===== config.mk =====
export PLATFORM = sky130hd
export DESIGN_NAME = slsw_ctrl
export DESIGN_NICKNAME = d
export VERILOG_FILES = /design/src/rtl/slsw_pkg.sv /design/src/rtl/slsw_ctrl.sv
export SDC_FILE = /design/constraint.sdc
export NUM_CORES = 1
export LEC_CHECK = 0
export BUFFER_PORTS_ARGS = -buffer_cell sky130_fd_sc_hd__buf_2
export CORE_AREA = 8 8 45 47
export CTS_CLUSTER_DIAMETER = 80
export CTS_CLUSTER_SIZE = 12
export DETAILED_ROUTE_END_ITERATION = 10
export DIE_AREA = 0 0 53 55
export PLACE_DENSITY = 0.41
export SYNTH_ARGS = -nofsm -noshare
export SYNTH_HDL_FRONTEND = slang
export SYNTH_SLANG_ARGS = --single-unit

===== constraint.sdc =====
create_clock -name clk -period 2.68 [get_ports clk]
set_input_delay 0.268 -clock clk [delete_from_list [all_inputs] [get_ports clk]]
set_output_delay 0.268 -clock clk [all_outputs]
set_load 0.01 [all_outputs]

===== src/rtl/slsw_pkg.sv =====
// Shared types and constants for the schema level stack walker.
package slsw_pkg;

    localparam int LEVEL_W   = 6;
    localparam int KIDS_W    = 12;
    localparam int STATUS_W  = 3;
    localparam int COL_W     = 11;
    localparam int COL_IDX_W = 10;
    localparam int COL_MAX   = 2047;

    localparam logic [LEVEL_W-1:0] LEVEL_MAX        = 6'd63;
    localparam logic [COL_W-1:0]   COL_LIMIT_RESET  = 11'd1024;

    typedef enum logic [STATUS_W-1:0] {
        ST_ROOT     = 3'd0,
        ST_GROUP    = 3'd1,
        ST_LEAF     = 3'd2,
        ST_PAST     = 3'd3,
        ST_DEEP     = 3'd4,
        ST_UNTYPED  = 3'd5,
        ST_COLUMNS  = 3'd6
    } status_t;

    typedef struct packed {
        logic [KIDS_W-1:0]  left;
        logic [LEVEL_W-1:0] def;
        logic [LEVEL_W-1:0] rep;
        logic [LEVEL_W-1:0] ldef;
        logic [LEVEL_W-1:0] rdef;
    } frame_t;

    typedef struct packed {
        logic              is_root;
        logic [KIDS_W-1:0] child_count;
        logic              is_optional;
        logic              is_repeated;
        logic              typed;
    } item_t;

    typedef struct packed {
        status_t              status;
        logic [LEVEL_W-1:0]   max_def;
        logic [LEVEL_W-1:0]   max_rep;
        logic [LEVEL_W-1:0]   parent_def;
        logic [LEVEL_W-1:0]   rep_def;
        logic                 has_levels;
        logic [COL_IDX_W-1:0] column_index;
    } result_t;

    typedef struct packed {
        logic load;
        logic exec;
        logic pop;
    } cmd_t;

    typedef struct packed {
        logic out_busy;
        logic more_pop;
    } sts_t;

endpackage


===== src/rtl/slsw_ctrl.sv =====
// Sequencing state machine for the schema level stack walker.
module slsw_ctrl import slsw_pkg::*; (
    input  logic clk,
    input  logic rst_n,
    input  logic in_valid,
    output logic in_ready,
    input  sts_t sts,
    output cmd_t cmd
);

    typedef enum logic [3:0] {
        S_IDLE  = 4'b0001,
        S_EXEC  = 4'b0010,
        S_PWAIT = 4'b0100,
        S_POP   = 4'b1000
    } state_t;

    state_t state_reg;
    state_t state_next;

    always_comb
    begin
        state_next = state_reg;
        cmd        = '0;
        in_ready   = 1'b0;
        unique case (state_reg)
            S_IDLE:
            begin
                in_ready = 1'b1;
                if (in_valid)
                begin
                    cmd.load   = 1'b1;
                    state_next = S_EXEC;
                end
            end
            S_EXEC:
            begin
                if (!sts.out_busy)
                begin
                    cmd.exec   = 1'b1;
                    state_next = sts.more_pop ? S_PWAIT : S_IDLE;
                end
            end
            S_PWAIT:
            begin
                state_next = S_POP;
            end
            S_POP:
            begin
                cmd.pop    = 1'b1;
                state_next = sts.more_pop ? S_PWAIT : S_IDLE;
            end
            default:
            begin
                state_next = S_IDLE;
            end
        endcase
    end

    always_ff @(posedge clk or negedge rst_n)
    begin
        if (!rst_n)
        begin
            state_reg <= S_IDLE;
        end
        else
        begin
            state_reg <= state_next;
        end
    end

endmodule


# ---- Yosys cells after proc, flatten, opt, wreduce, memory -nomap -nowiden
# Index checks and enable logic that the tools add are counted.
dict set report classes {
  n_eq_ne 6
  muxes 10
  reduce_logical 1
}
# op n
set op_table {}
lappend op_table {{case mux 4 bit (4 select lines)} 1}
lappend op_table {{two-way mux 4 bit} 2}
lappend op_table {{two-way mux 1 bit} 6}
lappend op_table {{== test 4 x 1 -> 1 bit, second input constant} 1}
lappend op_table {{== test 4 x 2 -> 1 bit, second input constant} 1}
lappend op_table {{== test 4 x 3 -> 1 bit, second input constant} 1}
lappend op_table {{== test 4 bit, second input constant} 1}
lappend op_table {{inequality test 2 bit, second input constant} 2}
lappend op_table {{two-way mux 3 bit} 1}
lappend op_table {{AND reduction 2 bit} 1}
dict set report totals {
  ff_bits 4
  input_bits 5
  output_inout_bits 4
  wordCells 18
}

# ---- Longest topological paths before layout
# Gate-level depths: netlist of the first run.
dict set report logic_depth {
  ltp_word 3
  depth_mapped 3
  ltp_nobuf 3
}

# ---- Worst setup path before layout of the first run
# Ideal clock, no wire load.
dict set report synth_path {
  path_kind {register to output}
  from {register state_reg[2]}
  to {output cmd[2] (netlist name)}
  t_arrival_ps 1313
  required_time_ps 2412
  path_slack_ps 1099
  path_stages_with_launch 4
  n_path_buf 0
  cell_sequence {dfrtp_1 or2_2 nor3b_1 and2_2}
}
# element line_no
set synth_lines {}
lappend synth_lines {{start: declaration} slsw_ctrl.sv:18} ;# state_t state_reg;
lappend synth_lines {{start signal: assignment} slsw_ctrl.sv:68} ;# state_reg <= state_next;
lappend synth_lines {{end: declaration} slsw_ctrl.sv:8} ;# output cmd_t cmd

==> results.toml, run 1 <==
[critical_path]
cp-end-kind = "output pin"
critPathMaxStageDelay_ns = 0.43
crit_type = "register to output pin"
cpLargestDelayFamily = "simple AND/OR/NAND/NOR gates"
crit_buf_inv = 1
cp.required_ns = 2.41
crit_slowest_cell = "dfrtp_1"
cp_data_arrival_time_ns = 1.51
path_max_fanout = 6
startpoint_type = "register"
worstPathCellList = "or2_2, nor3b_1, and2_2, buf_2"

[logic_synthesis]
yosysTopAreaCell = "dfrtp_1"
postSynthCellCount = 23
ys_async_sr_fraction = 1.00
synth.area.top_cells = "dfrtp_1 (33%), dfstp_2 (11%), nor3b_1 (9.8%)"
yosys.area.top_type_share = 0.326
synth_top_flop_cell = "dfrtp_1"
synthTopCellsByCount = "a21oi_1 (3), dfrtp_1 (3), nor3b_1 (3), nor3_1 (2), or2_2 (2)"
synth_fp_nets = 28
synth_area_um2 = 230
synth_edf_count = 0
syn_avg_cell_area_um2 = 10.0
synth.yosys.seq_area_share = 0.440
synth_seq_cells = 4
yosysWarnings = 0
synth_cell_types = 15

[clock_tree]
clockBufferDepth = 2
cts_buffers = 3
cts_tree = "built"
post-cts-setup-buffers = 0
cts-htree-levels = 1
ctsRootBufferMaster = "clkbuf_4"
clkTransAtPathRegs_ns = 0.04
clock_latency_ns = 0.24
clock-sinks = 4

[routing]
drt-initial-drc-count = 3
avgViaCountPerCell = 4.08
drc = 0
vias = 212
postRouteAntennaNets = 0
wl_per_cell_um = 9.92
firstDrtPassIters = 4
routed_wl_um = 516

[global_route]
grt_pass1_vias = 219
grt_max_degree = 7
globalRouteOverflowTotal = 0
grt_antenna_before_repair = 0
grt_pass1_wl_um = 855
track_usage = 0.0455

[sta]
rsz0062_at_grt = "no"
final.setup.tns_ns = 0
hold_viol = 0
finalSetupViolCount = 0
min_period_over_period = 0.663
layout_min_cycle_time_ns = 1.78
max_slew_margin = 0.796
report.final.slew_viol_count = 0
tightestPinTransition_ns = 0.306
max_freq_ghz = 0.563
setup_ws_ns = 0.904
skew_ns = 0.00674

[power]
p_leak_uw = 0.000150
power_density_nw_per_um2 = 865
vdd_drop_max_uv = 309

[placed_design]
place_congestion = 0.756
dpl_worst_slack_ns = 1.16
dpl.hpwl_um = 422
portBuffers = 8

[cells_and_area]
fillCellCount = 150
seqCellArea_um2 = 101
multi_input_area_um2 = 125
largest_register_ffs = 4
syn2layout_area_growth_pct = 41.8
drive_gt1_frac = 0.444
final_util = 0.236
nets = 42
n_antenna_cell = 0

[floorplanning]
fp-row-count = 14
core_um2 = 1380
start_util = 0.166
die_h_um = 55
dieArea_um2 = 2920
dieWidth_um = 53
pin_count = 9

[min_path]
hold_class = "input pin to register"

[run]
maxCapViolCount = 0

[run_status]
status = "finished, final reports clean"
worst reg2reg max path: stages (launching register included):
cell and delay, ns:
dfrtp_1 0.40, or3b_1 0.40, a2111oi_2 0.39
stage by stage:
step	instances	total power [µW]	hold slack, ns	area (µm²)
after detailed placement	47	203	0.0762	290
after CTS	52	290	0.301	327
after floorplan	23	169	-0.0276	230
after global routing	52	314	0.295	327
after global placement	47	205	0.0745	290
final	52	283	0.309	327
where the power goes:
part | internal [µW] | switching (µW) | total, µW
clock | 55.9 | 25.2 | 81.1
combinational | 54.1 | 46.3 | 100
sequential | 81.3 | 19.9 | 101
metal layers:
| metal | global-route usage | vias to the layer above | wire length [µm] |
|---|---|---|---|
| met2 | 0.0566 | 4 | 256 |
| met1 | 0.0398 | 93 | 199 |
| met4 | 0.0776 | 0 | 27 |
| met5 | 0 | - | 0 |
| li1 | - | 111 | - |
| met3 | 0.0267 | 4 | 32 |
layout by cell type, fill, tap and decap left out:
cell type	n
buf_2	8
nor3b_1	3
a21oi_1	3
clkbuf_4	3
dfrtp_1	3
nor3_1	2
or2_2	2
nand2b_1	1
nor2b_1	1
and2_2	1
or3b_1	1
inv_1	1
a2111oi_2	1
and3b_1	1
nor2_1	1
o2bb2ai_1	1
clkbuf_1	1
dlygate4sd3_1	1
dfstp_2	1
kinds of logic after synthesis:
group | count (synthesis) | share of synthesized area
and+or+nand+nor | 13 | 0.375
AOI/OAI and AO/OA | 5 | 0.168
DFF | 4 | 0.440
buffers and inverters | 1 | 0.0163
path summary, 6_finish.rpt:
kind | from | slack [ns] | depth (start not counted) | endpoint
min in group asynchronous | rst_n | 0.36 | 2 | state_reg[2]$_DFFE_PN0P_
max in group asynchronous | rst_n | 2.11 | 2 | state_reg[0]$_DFFE_PN1P_
hold reg to reg | state_reg[3]$_DFFE_PN0P_ | 0.49 | 1 | state_reg[3]$_DFFE_PN0P_
hold / removal | sts[0] | 0.31 | 3 | state_reg[2]$_DFFE_PN0P_
setup reg to reg | state_reg[3]$_DFFE_PN0P_ | 1.36 | 2 | state_reg[2]$_DFFE_PN0P_
setup / recovery | state_reg[2]$_DFFE_PN0P_ | 0.90 | 4 | cmd[2]
timing repair:
item,in CTS,in global routing
resized for setup,0,0
hold buffers,1,0
endpoints found under the hold margin,3,0
setup endpoints to repair,0,0
area by class of cell:
cell class,count,share of cell area
Multi-Input combinational cell,18,0.383
Clock buffer,4,0.0805
Tap cell,16,0.0613
Timing Repair Buffer,9,0.153
Inverter,1,0.0115
Sequential cell,4,0.310
(Power assumes the default switching activity.)
==> inputs of run 2 (changes only) <==
--- a/config.mk
+++ b/config.mk
@@ -11,7 +11,7 @@
 export CTS_CLUSTER_SIZE = 12
 export DETAILED_ROUTE_END_ITERATION = 10
 export DIE_AREA = 0 0 53 55
-export PLACE_DENSITY = 0.41
+export PLACE_DENSITY = 0.42
 export SYNTH_ARGS = -nofsm -noshare
 export SYNTH_HDL_FRONTEND = slang
 export SYNTH_SLANG_ARGS = --single-unit
==> constraint.sdc (replaced) <==
create_clock -name clk -period 1.49 [get_ports clk]
set_input_delay 0.149 -clock clk [delete_from_list [all_inputs] [get_ports clk]]
set_output_delay 0.149 -clock clk [all_outputs]
set_load 0.01 [all_outputs]
==> results.toml, run 2 (synthesis results as in run 1) <==
[floorplanning]
start_util = 0.166
core_um2 = 1380
dieWidth_um = 53
dieArea_um2 = 2920
fp-row-count = 14
pin_count = 9
die_h_um = 55

[clock_tree]
cts_buffers = 3
cts-htree-levels = 1
ctsRootBufferMaster = "clkbuf_4"
clock-sinks = 4
clockBufferDepth = 2
clkTransAtPathRegs_ns = 0.04
cts_tree = "built"
clock_latency_ns = 0.24

[cells_and_area]
nets = 45
syn2layout_area_growth_pct = 61.4
largest_register_ffs = 4
fillCellCount = 153
n_antenna_cell = 0
drive_gt1_frac = 0.538
final_common_cell = "buf_2"
final_cell_mix = "buf_2 (7), a21oi_1 (3), clkbuf_4 (3), buf_4 (3)"

[placed_design]
place_congestion = 0.664
dpl_worst_slack_ns = 0.0974
portBuffers = 8

[critical_path]
worstPathCellList = "or2_4, nor3b_4, and2_4, buf_6"
path_max_fanout = 4
startpoint_type = "register"
crit_type = "register to output pin"
critical_path.startpoint = "state_reg[2]$_DFFE_PN0P_"
crit_slowest_cell = "dfrtp_1"
reg2reg_from = "state_reg[3]$_DFFE_PN0P_"
cp-end-kind = "output pin"
cp.required_ns = 1.34
cp_data_arrival_time_ns = 1.34
critPathMaxStageDelay_ns = 0.37

[routing]
wl_per_cell_um = 11.3
routed_wl_um = 621
firstDrtPassIters = 2
vias = 233
drc = 0
postRouteAntennaNets = 0
avgViaCountPerCell = 4.24
drt-initial-drc-count = 1

[sta]
max_freq_ghz = 0.670
layout_min_cycle_time_ns = 1.49
hold_viol = 0
tightestPinTransition_ns = 0.274
setup_ws_ns = -0.00299
holdWs_ns = 0.187
skew_ns = 0.00554
max_slew_margin = 0.817
min_period_over_period = 1.00
rsz0062_at_grt = "yes"
finalSetupViolCount = 1
report.final.slew_viol_count = 0

[power]
power_density_nw_per_um2 = 1550
vdd_drop_max_uv = 494
p_leak_uw = 0.000171
power_uw = 575

[run]
maxCapViolCount = 0

[min_path]
min_from = "sts[0]"
hold_class = "input pin to register"

[global_route]
globalRouteOverflowTotal = 0
grt_max_degree = 7
grt_antenna_before_repair = 0
track_usage = 0.0499
grt_pass1_wl_um = 1000
grt_pass1_vias = 256

[run_status]
status = "complete, but fails checks"
violations = "setup timing"
## run 2: final cells by class
cell class | instances | area [µm²] | area share
well taps | 16 | 20.0 | 0.0539
clock buffers | 4 | 26.3 | 0.0707
repair buffers | 12 | 78.8 | 0.212
inverters | 1 | 3.75 | 0.0101
multi-input cells | 18 | 140 | 0.377
flip-flops and latches | 4 | 103 | 0.276
## run 2: where the power goes
group	switching [µW]	internal, µW
clock	47.4	101
combinational	94.4	139
sequential	44.5	149
## run 2: metal layers
| metal | share of wire | GRT usage | vias up |
|---|---|---|---|
| li1 | - | - | 116 |
| met5 | 0 | 0 | - |
| met4 | 0 | 0.0776 | 0 |
| met1 | 0.33 | 0.0337 | 113 |
| met3 | 0.079 | 0.0214 | 0 |
| met2 | 0.59 | 0.0840 | 4 |
## run 2: metrics by stage
step | setup TNS, ns | utilization | cell area, µm² | instances
finish | -0.00299 | 0.269 | 372 | 55
global route | -0.0745 | 0.269 | 372 | 55
CTS | 0 | 0.252 | 349 | 54
detailed placement | 0 | 0.215 | 298 | 48
global placement | 0 | 0.215 | 298 | 48
floorplan | 0 | - | 230 | 23
## run 2: worst paths after layout
kind	to	slack, ns	cells after the start
worst max-delay path	cmd[2]	-0.003	4
worst min-delay path	state_reg[0]$_DFFE_PN1P_	0.19	3
worst max register to register	state_reg[2]$_DFFE_PN0P_	0.10	3
worst min register to register	state_reg[3]$_DFFE_PN0P_	0.55	2
max in group asynchronous	state_reg[0]$_DFFE_PN1P_	1.04	2
min in group asynchronous	state_reg[3]$_DFFE_PN0P_	0.25	2
## run 2: critical path, delay by kind of cell (launching register included)
family        cells  cell delay (ns)
flops             1             0.37
simple gates      3             0.64
buf+inv           1             0.09
## run 2: timing repair
item	CTS	global route
hold buffers	1	0
setup endpoints to repair	3	1
gates resized for setup	2	4
setup buffers	1	1
pin swaps	0	3
hold endpoints to repair	4	0
