File: src/rtl/slsw_pkg.sv
// Shared types and constants for the schema level stack walker.
package slsw_pkg;

    localparam int LEVEL_W   = 6;
    localparam int KIDS_W    = 12;
    localparam int STATUS_W  = 3;
    localparam int COL_W     = 11;
    localparam int COL_IDX_W = 10;
    localparam int COL_MAX   = 2047;

    localparam logic [LEVEL_W-1:0] LEVEL_MAX        = 6'd63;
    localparam logic [COL_W-1:0]   COL_LIMIT_RESET  = 11'd1024;

    typedef enum logic [STATUS_W-1:0] {
        ST_ROOT     = 3'd0,
        ST_GROUP    = 3'd1,
        ST_LEAF     = 3'd2,
        ST_PAST     = 3'd3,
        ST_DEEP     = 3'd4,
        ST_UNTYPED  = 3'd5,
        ST_COLUMNS  = 3'd6
    } status_t;

    typedef struct packed {
        logic [KIDS_W-1:0]  left;
        logic [LEVEL_W-1:0] def;
        logic [LEVEL_W-1:0] rep;
        logic [LEVEL_W-1:0] ldef;
        logic [LEVEL_W-1:0] rdef;
    } frame_t;

    typedef struct packed {
        logic              is_root;
        logic [KIDS_W-1:0] child_count;
        logic              is_optional;
        logic              is_repeated;
        logic              typed;
    } item_t;

    typedef struct packed {
        status_t              status;
        logic [LEVEL_W-1:0]   max_def;
        logic [LEVEL_W-1:0]   max_rep;
        logic [LEVEL_W-1:0]   parent_def;
        logic [LEVEL_W-1:0]   rep_def;
        logic                 has_levels;
        logic [COL_IDX_W-1:0] column_index;
    } result_t;

    typedef struct packed {
        logic load;
        logic exec;
        logic pop;
    } cmd_t;

    typedef struct packed {
        logic out_busy;
        logic more_pop;
    } sts_t;

endpackage

File: src/rtl/slsw_dp.sv
// Datapath with the group stack memory, level arithmetic and result register.
module slsw_dp import slsw_pkg::*; #(
    parameter int STACK_DEPTH = 16,
    parameter int MAX_COLUMNS = 1024
) (
    input  logic               clk,
    input  logic               rst_n,
    input  cmd_t               cmd,
    output sts_t               sts,
    input  item_t              item_in,
    input  logic               cfg_we,
    input  logic [COL_W-1:0]   cfg_data,
    input  logic               out_ready,
    output logic               out_valid,
    output result_t            result
);

    localparam int DEPTH_W = $clog2(STACK_DEPTH + 1);
    localparam int PTR_W   = $clog2(STACK_DEPTH);
    localparam int LIM_CAP = (MAX_COLUMNS < COL_MAX) ? MAX_COLUMNS : COL_MAX;

    localparam logic [COL_W-1:0]   LimCapW  = COL_W'(LIM_CAP);
    localparam logic [DEPTH_W-1:0] DepthTop = DEPTH_W'(STACK_DEPTH);

    frame_t stack_mem [STACK_DEPTH];
    frame_t rd_frame_reg;
    frame_t wr_frame;
    logic   wr_en;
    logic [PTR_W-1:0] wr_ptr;
    logic [PTR_W-1:0] top_ptr;

    item_t              item_reg;
    logic [DEPTH_W-1:0] depth_reg, depth_next;
    logic [COL_W-1:0]   seen_reg, seen_next;
    logic               failed_reg, failed_next;
    logic [COL_W-1:0]   limit_reg;
    logic               out_valid_reg, out_valid_next;
    result_t            res_reg, res_next;

    logic [DEPTH_W-1:0] depth_dec;
    logic               kids_nz, rep_f, opt_f;
    logic [LEVEL_W:0]   def_sum, rep_sum;
    logic [LEVEL_W-1:0] new_def, new_rep, new_ldef, new_rdef;
    logic [KIDS_W-1:0]  left_dec;
    logic               left_zero;
    logic [COL_W-1:0]   limit;
    logic               pop_now;
    logic               fail_now;

    assign depth_dec = depth_reg - DEPTH_W'(1);
    assign top_ptr   = depth_dec[PTR_W-1:0];
    assign kids_nz   = |item_reg.child_count;
    assign rep_f     = item_reg.is_repeated;
    assign opt_f     = item_reg.is_optional & ~item_reg.is_repeated;
    assign def_sum   = {1'b0, rd_frame_reg.def} + (LEVEL_W+1)'(opt_f) + (LEVEL_W+1)'(rep_f);
    assign rep_sum   = {1'b0, rd_frame_reg.rep} + (LEVEL_W+1)'(rep_f);
    assign new_def   = def_sum[LEVEL_W] ? LEVEL_MAX : def_sum[LEVEL_W-1:0];
    assign new_rep   = rep_sum[LEVEL_W] ? LEVEL_MAX : rep_sum[LEVEL_W-1:0];
    assign new_ldef  = rep_f ? rd_frame_reg.def : rd_frame_reg.ldef;
    assign new_rdef  = rep_f ? new_def : rd_frame_reg.rdef;
    assign left_dec  = rd_frame_reg.left - KIDS_W'(1);
    assign left_zero = (left_dec == '0);
    assign limit     = (limit_reg < LimCapW) ? limit_reg : LimCapW;

    always_comb
    begin
        depth_next  = depth_reg;
        seen_next   = seen_reg;
        failed_next = failed_reg;
        res_next    = '0;
        wr_en       = 1'b0;
        wr_ptr      = top_ptr;
        wr_frame    = rd_frame_reg;
        pop_now     = cmd.pop;
        fail_now    = 1'b0;
        sts.out_busy = out_valid_reg & ~out_ready;
        sts.more_pop = 1'b0;

        if (cmd.exec)
        begin
            priority if (item_reg.is_root)
            begin
                failed_next     = 1'b0;
                seen_next       = '0;
                depth_next      = kids_nz ? DEPTH_W'(1) : '0;
                res_next.status = ST_ROOT;
                if (kids_nz)
                begin
                    wr_en         = 1'b1;
                    wr_ptr        = '0;
                    wr_frame      = '0;
                    wr_frame.left = item_reg.child_count;
                end
            end
            else if (failed_reg || depth_reg == '0)
            begin
                fail_now        = 1'b1;
                res_next.status = ST_PAST;
            end
            else if (kids_nz)
            begin
                if (depth_reg == DepthTop)
                begin
                    fail_now        = 1'b1;
                    res_next.status = ST_DEEP;
                end
                else
                begin
                    wr_en         = 1'b1;
                    wr_ptr        = depth_reg[PTR_W-1:0];
                    wr_frame.left = item_reg.child_count;
                    wr_frame.def  = new_def;
                    wr_frame.rep  = new_rep;
                    wr_frame.ldef = new_ldef;
                    wr_frame.rdef = new_rdef;
                    depth_next    = depth_reg + DEPTH_W'(1);
                    res_next.status = ST_GROUP;
                end
            end
            else if (!item_reg.typed)
            begin
                fail_now        = 1'b1;
                res_next.status = ST_UNTYPED;
            end
            else if (seen_reg >= limit)
            begin
                fail_now        = 1'b1;
                res_next.status = ST_COLUMNS;
            end
            else
            begin
                res_next.status       = ST_LEAF;
                res_next.max_def      = new_def;
                res_next.max_rep      = new_rep;
                res_next.parent_def   = new_ldef;
                res_next.rep_def      = new_rdef;
                res_next.has_levels   = (new_def != '0);
                res_next.column_index = seen_reg[COL_IDX_W-1:0];
                seen_next             = seen_reg + COL_W'(1);
                pop_now               = 1'b1;
            end
        end

        if (fail_now)
        begin
            failed_next = 1'b1;
            depth_next  = '0;
        end

        if (pop_now)
        begin
            wr_en         = 1'b1;
            wr_ptr        = top_ptr;
            wr_frame      = rd_frame_reg;
            wr_frame.left = left_dec;
            if (left_zero)
            begin
                depth_next   = depth_dec;
                sts.more_pop = (depth_dec != '0);
            end
        end
    end

    assign out_valid_next = cmd.exec ? 1'b1 : (out_ready ? 1'b0 : out_valid_reg);

    always_ff @(posedge clk)
    begin
        if (wr_en)
        begin
            stack_mem[wr_ptr] <= wr_frame;
        end
        rd_frame_reg <= stack_mem[top_ptr];
    end

    always_ff @(posedge clk)
    begin
        if (cmd.load)
        begin
            item_reg <= item_in;
        end
        if (cmd.exec)
        begin
            res_reg <= res_next;
        end
    end

    always_ff @(posedge clk or negedge rst_n)
    begin
        if (!rst_n)
        begin
            depth_reg     <= '0;
            seen_reg      <= '0;
            failed_reg    <= 1'b0;
            limit_reg     <= COL_LIMIT_RESET;
            out_valid_reg <= 1'b0;
        end
        else
        begin
            depth_reg     <= depth_next;
            seen_reg      <= seen_next;
            failed_reg    <= failed_next;
            out_valid_reg <= out_valid_next;
            if (cfg_we)
            begin
                limit_reg <= cfg_data;
            end
        end
    end

    assign out_valid = out_valid_reg;
    assign result    = res_reg;

endmodule

File: config.mk
export PLATFORM = sky130hd
export DESIGN_NAME = slsw_dp
export DESIGN_NICKNAME = d
export VERILOG_FILES = /design/src/rtl/slsw_pkg.sv /design/src/rtl/slsw_dp.sv
export SDC_FILE = /design/constraint.sdc
export NUM_CORES = 1
export LEC_CHECK = 0
export BUFFER_PORTS_ARGS = -buffer_cell sky130_fd_sc_hd__buf_2
export CORE_UTILIZATION = 35
export CTS_BUF_LIST = sky130_fd_sc_hd__clkbuf_2 sky130_fd_sc_hd__clkbuf_4 sky130_fd_sc_hd__clkbuf_8
export DETAILED_ROUTE_END_ITERATION = 8
export PLACE_DENSITY = 0.5
export SLEW_MARGIN = 20
export SYNTH_ARGS = -nofsm -noshare
export SYNTH_HDL_FRONTEND = slang
export SYNTH_SLANG_ARGS = --single-unit
export TNS_END_PERCENT = 5
File: constraint.sdc
create_clock -name clk -period 7.2 [get_ports clk]
set_input_delay 0 -clock clk [delete_from_list [all_inputs] [get_ports clk]]
set_output_delay 0 -clock clk [all_outputs]
set_load 0.05 [all_outputs]
; ---- After elaboration in Yosys (flattened, before gate mapping)
; Memories as Yosys holds them, arrays and structs flattened. A register that Yosys moved wholly into a read port is not among the register bits.
; Index checks and enable logic that the tools add are counted.
[classes]
addsub = 7
order_cmp = 2
eq_ne = 4
mux = 67
n_bitwise = 5
reduce_logical = 14
[ops]
columns = cell, n
row1 = 36-bit 2-to-1 mux, 7
row2 = 11-bit 2-to-1 mux, 6
row3 = 5-bit 2-to-1 mux, 8
row4 = 1-bit 2-to-1 mux, 30
row5 = 4-bit 2-to-1 mux, 7
row6 = 6-bit 2-to-1 mux, 4
row7 = 16-bit OR reduction, 1
row8 = 6-bit by 1-bit adder with 7-bit output, 2
row9 = 12-bit logical NOT, 1
row10 = 3-bit 2-to-1 mux, 4
row11 = 12-bit OR reduction, 1
row12 = 12-bit by 1-bit subtractor with 12-bit output (second input constant), 1
row13 = 11-bit by 1-bit adder with 11-bit output (second input constant), 1
row14 = 11-bit >= comparator, 1
row15 = 11-bit < comparator (second input constant), 1
row16 = 2-bit nonzero test, 4
row17 = 7-bit by 1-bit adder with 7-bit output, 1
row18 = 2-bit inequality test (second input constant), 3
row19 = 6-bit nonzero test, 1
row20 = 5-bit by 1-bit adder with 5-bit output (second input constant), 1
row21 = 5-bit equality test (second input constant), 1
row22 = 5-bit logical NOT, 1
row23 = 5-bit AND reduction, 1
row24 = 5-bit nonzero test, 1
row25 = 7 further kinds, 10
[totals]
register_bits = 83
ramBits = 576
input_bits = 34
out_inout_bits = 41
mem_count = 1
[mem_list]
columns = name, depth, width, rd, rd_clocked_by_memory_dff, write_ports, line_no
row1 = stack_mem, 16, 36, 1, 1, 1, slsw_dp.sv:25  ; frame_t stack_mem [STACK_DEPTH];

; ---- Depth between registers and ports, before layout
[logic_depth]
word_depth = 12
mapped_depth = 13

; ---- Worst setup path after synthesis
; OpenSTA, ideal clock, no wires.
[synth_path]
path_kind = reg-to-reg
from = reg depth_reg[0]
to = mem stack_mem[0][0] in the netlist's numbering (enable)
setup_time_ps = 429
arrival_ps = 4317
slack_ps = 2454
path_stages_with_launch = 12
n_path_buf = 4
period_less_slack_ps = 4746
cell_sequence = dfrtp_1 clkbuf_1 clkbuf_1 inv_1 ha_1 xnor2_1 buf_2 buf_1 a2bb2oi_1 o22ai_1 nand3_1 nor2_1
[synth_via]
elab_chain_cells = 9
[synth_rtl]
columns = item, line_no
row1 = from (decl), slsw_dp.sv:33  ; logic [DEPTH_W-1:0] depth_reg, depth_next;
row2 = from (signal assigned), slsw_dp.sv:199  ; depth_reg <= depth_next;
row3 = "parallel branches: the longest is 9 deep, another holds 5-bit by 1-bit subtractor with 5-bit output", n/a
row4 = to (decl), slsw_dp.sv:25
; Parallel ways; which one is timed is not known.

; ---- Final worst setup path
[layout_path]
from = reg depth_reg[0]
to = mem stack_mem[4][33] in the netlist's numbering (enable)
; The elaborated chain is that of the path after synthesis.

==> flow_summary_export.csv <==
group,metric,value,unit
timing,finalHoldViolCount,0,
power_and_ir_drop,ir_drop,0.000178,V
clocking,cts_resized,0,
worst_setup_path,cp_top_family,"simple AND/OR/NAND/NOR gates",
timing,rsz0062_at_grt,"no",
synth,synth_ff_type,"edfxtp_1",
synth,synth-xor-area-share,0.477,%
worst_setup_path,r2r-end,"stack_mem[4][33]",
power_and_ir_drop,switchingPower,3.40,mW
global_route,overflow,0,
final_layout,drive_gt1_share,32.5,%
place,dp.cells,2493,
timing,worst_slew_pin_slew,1.11,ns
floorplan,initial_core_util,35.5,%
final_layout,final_util,42.2,%
power_and_ir_drop,p_sw_share,28.9,%
global_route,grt_pass1_vias,14800,
floorplan,ios,75,
global_route,grt_use_total,17.6,%
clocking,cts-root-buf,"clkbuf_8",
status,outcome,"finished, final reports clean",
clocking,cts_sinks,695,
worst_setup_path,slowest_stage,"a31oi_2",
synth,async_flop_share,4.17,%
detailed_routing,ant_nets,0,
synth,synth_fa_ha_area_share,0.982,%
clocking,cts_setup_buffers,0,
clocking,cts-hold-fix-buffers,67,
synth,synth-compound-area-share,3.30,%
synth,yosysTopAreaCell,"edfxtp_1",
place,hpwl,42.2,mm
worst_setup_path,rr_worst_depth,9,
detailed_routing,drc_errors,0,
min_path,min_from,"item_in[14]",
worst_setup_path,slowest_delay,0.83,ns
detailed_routing,avgRoutedWirePerCell,24.8,µm
power_and_ir_drop,combPwrFrac,20.8,%
detailed_routing,first_iter_violations,1053,
clocking,clockBufferDepth,3,
final_layout,largest_reg_flops,576,
min_path,whs_endpoint,"item_reg[14]",
timing,finalCritPeriodShare,67.9,%
global_route,antenna_found_initial,2,
min_path,hold_path_class,"input pin to flip-flop",
timing,skew,0.0399,ns
global_route,grt_first_pass_wirelength,102,mm
timing,fin_tns_setup,0,ns
final_layout,areaGrowthSynthToFinish,19.0,%
synth,synth_area,27500,µm²
clocking,clock_latency,0.73,ns
power_and_ir_drop,p_clk_share,31.8,%
timing,maxSlewHeadroom,25.6,%
synth,yosysWarnings,0,
synth,avgSynthCellArea,19.7,µm²
clocking,cts_buffers,114,
worst_setup_path,cp_cell_sequence,"inv_1 -> ha_4 -> nor4b_1 -> nor2_1 -> a31oi_2 -> a31o_2 -> nand3_1 -> nor2_4 -> buf_4",
synth,synthDominantCellAreaShare,68.7,%
worst_setup_path,arrival,5.27,ns
floorplan,die_y,282,µm
final_layout,fillCellCount,6913,
worst_setup_path,path_max_fanout,30,
timing,fin_ws,2.31,ns
worst_setup_path,cp.required,7.58,ns
synth,synth_cells,1399,
floorplan,num_rows,102,
place,io_buffers,74,
final_layout,finalNonFillerCells,2785,
power_and_ir_drop,power_frac_seq,47.4,%
power_and_ir_drop,power_leakage,10.9,nW
min_path,hold_depth,2,
synth,synth-edff-count,630,
floorplan,die-width,282,µm
synth,syn_nets,1454,
global_route,grt_max_degree,110,
detailed_routing,routed_wl,69.2,mm
synth,synth.area.mux_share,15.5,%
synth,synth_top_family_by_area,"multiplexers",
timing,setup_violations,0,
synth,synth-seq-cells,695,
place,place_ws,2.29,ns
power_and_ir_drop,total_power,11.8,mW
power_and_ir_drop,p_int,8.39,mW
detailed_routing,vias,14400,
power_and_ir_drop,p_per_area,360,nW/µm²
clocking,cts_tree,"built",
final_layout,fin_nets,1691,
worst_setup_path,startpoint_type,"flip-flop",
clocking,path_clk_slew,0.06,ns
detailed_routing,drt_first_pass_iters,5,
worst_setup_path,cp_num_buf_inv,2,
place,gp_congestion,0.812,
clocking,h-tree-depth,3,
worst_setup_path,critPathCaptureType,"flip-flop",
synth,synth_top_cells_by_count,"edfxtp_1, mux4_2, nor2_1, nand2_1, o21ai_0",
timing,fmax,204,MHz
synth,synth.most_common_cell,"edfxtp_1",
synth,synth_cell_types,72,
timing,post-route-min-period,4.89,ns
synth,synth.area.top_cells,"edfxtp_1, mux4_2, dfxtp_1, dfrtp_1, nor2_1",
floorplan,core,77600,µm²
detailed_routing,route.detailed.vias_per_inst,5.18,
floorplan,dieArea,79800,µm²
timing,maxSlewViolCount,0,
worst_setup_path,reg2reg_from,"depth_reg[0]",
job,cap_violations,0,
synth,seq_area_frac_synth,74.0,%
worst_setup_path,crit_type,"flip-flop to flip-flop",
synth,yosys.area_share.simple,4.47,%
worst_setup_path,rrSetupSlack,2.31,ns
[how the worst max path moves through the flow]
stage                       startpoint               end  cells past startpoint
after floorplan           depth_reg[0]   stack_mem[0][0]                     11
after global placement    depth_reg[0]   stack_mem[6][0]                      9
after detailed placement  depth_reg[0]  stack_mem[4][27]                      9
after CTS                 depth_reg[0]  stack_mem[5][16]                      9
after global routing      depth_reg[0]  stack_mem[4][33]                      9
final                     depth_reg[0]  stack_mem[4][33]                      9
[area by class of cell]
class,count,area [µm²],share of cell area [%]
clock buffers,174,2130,6.49
diodes,9,22.5,0.0687
multi-input cells,617,7000,21.4
well taps,1040,1300,3.97
clock inverters,42,430,1.31
inverters,19,71.3,0.218
repair buffers,189,1450,4.42
flip-flops and latches,695,20400,62.2
[layer usage]
metal | share of wire, % | global-route usage, % | vias to the layer above
met5 | 0 | 0 | -
met4 | 1.7 | 5.03 | 0
met3 | 5.2 | 3.12 | 82
met2 | 44 | 25.7 | 424
met1 | 49 | 26.9 | 7650
li1 | - | - | 6259
[layout by cell type, fill, tap and decap left out, types with 27 or more instances in the layout]
cell type      netlist  routed
buf_2                4      74
buf_4                0      45
clkbuf_4             0      43
clkbuf_8             1     131
dfrtp_1             28      27
dfxtp_1             36      36
dlygate4sd3_1        0      66
edfxtp_1           630     630
mux4_2             180     180
nand2_1             52      52
nand3_1             28      28
nor2_1              75      59
o21ai_0             51      35
[cell families after synthesis]
logic type                 after synthesis
DFF                                    695
muxes                                  200
adders and majority gates               21
AOI/OAI and AO/OA                      141
and+or+nand+nor                        240
buffers and inverters                   87
xor gates and xnor gates                15
[power groups by stage]
stage                     sequential, mW  clock [mW]  combinational (mW)
after floorplan                     5.60           0                1.43
after global routing                5.63        4.02                2.63
final                               5.59        3.75                2.46
after global placement              5.66           0                2.38
after detailed placement            5.67           0                2.43
after CTS                           5.59        3.85                2.47
[metrics by stage]
| step | hold WS, ns | instance area (µm²) |
|---|---|---|
| after floorplan | -0.296 | 27500 |
| after global placement | 0.0945 | 29400 |
| after detailed placement | 0.110 | 29500 |
| after CTS | 0.0120 | 32700 |
| after global routing | 0.0469 | 32800 |
| final | 0.0707 | 32800 |
(Power assumes the default switching activity.)
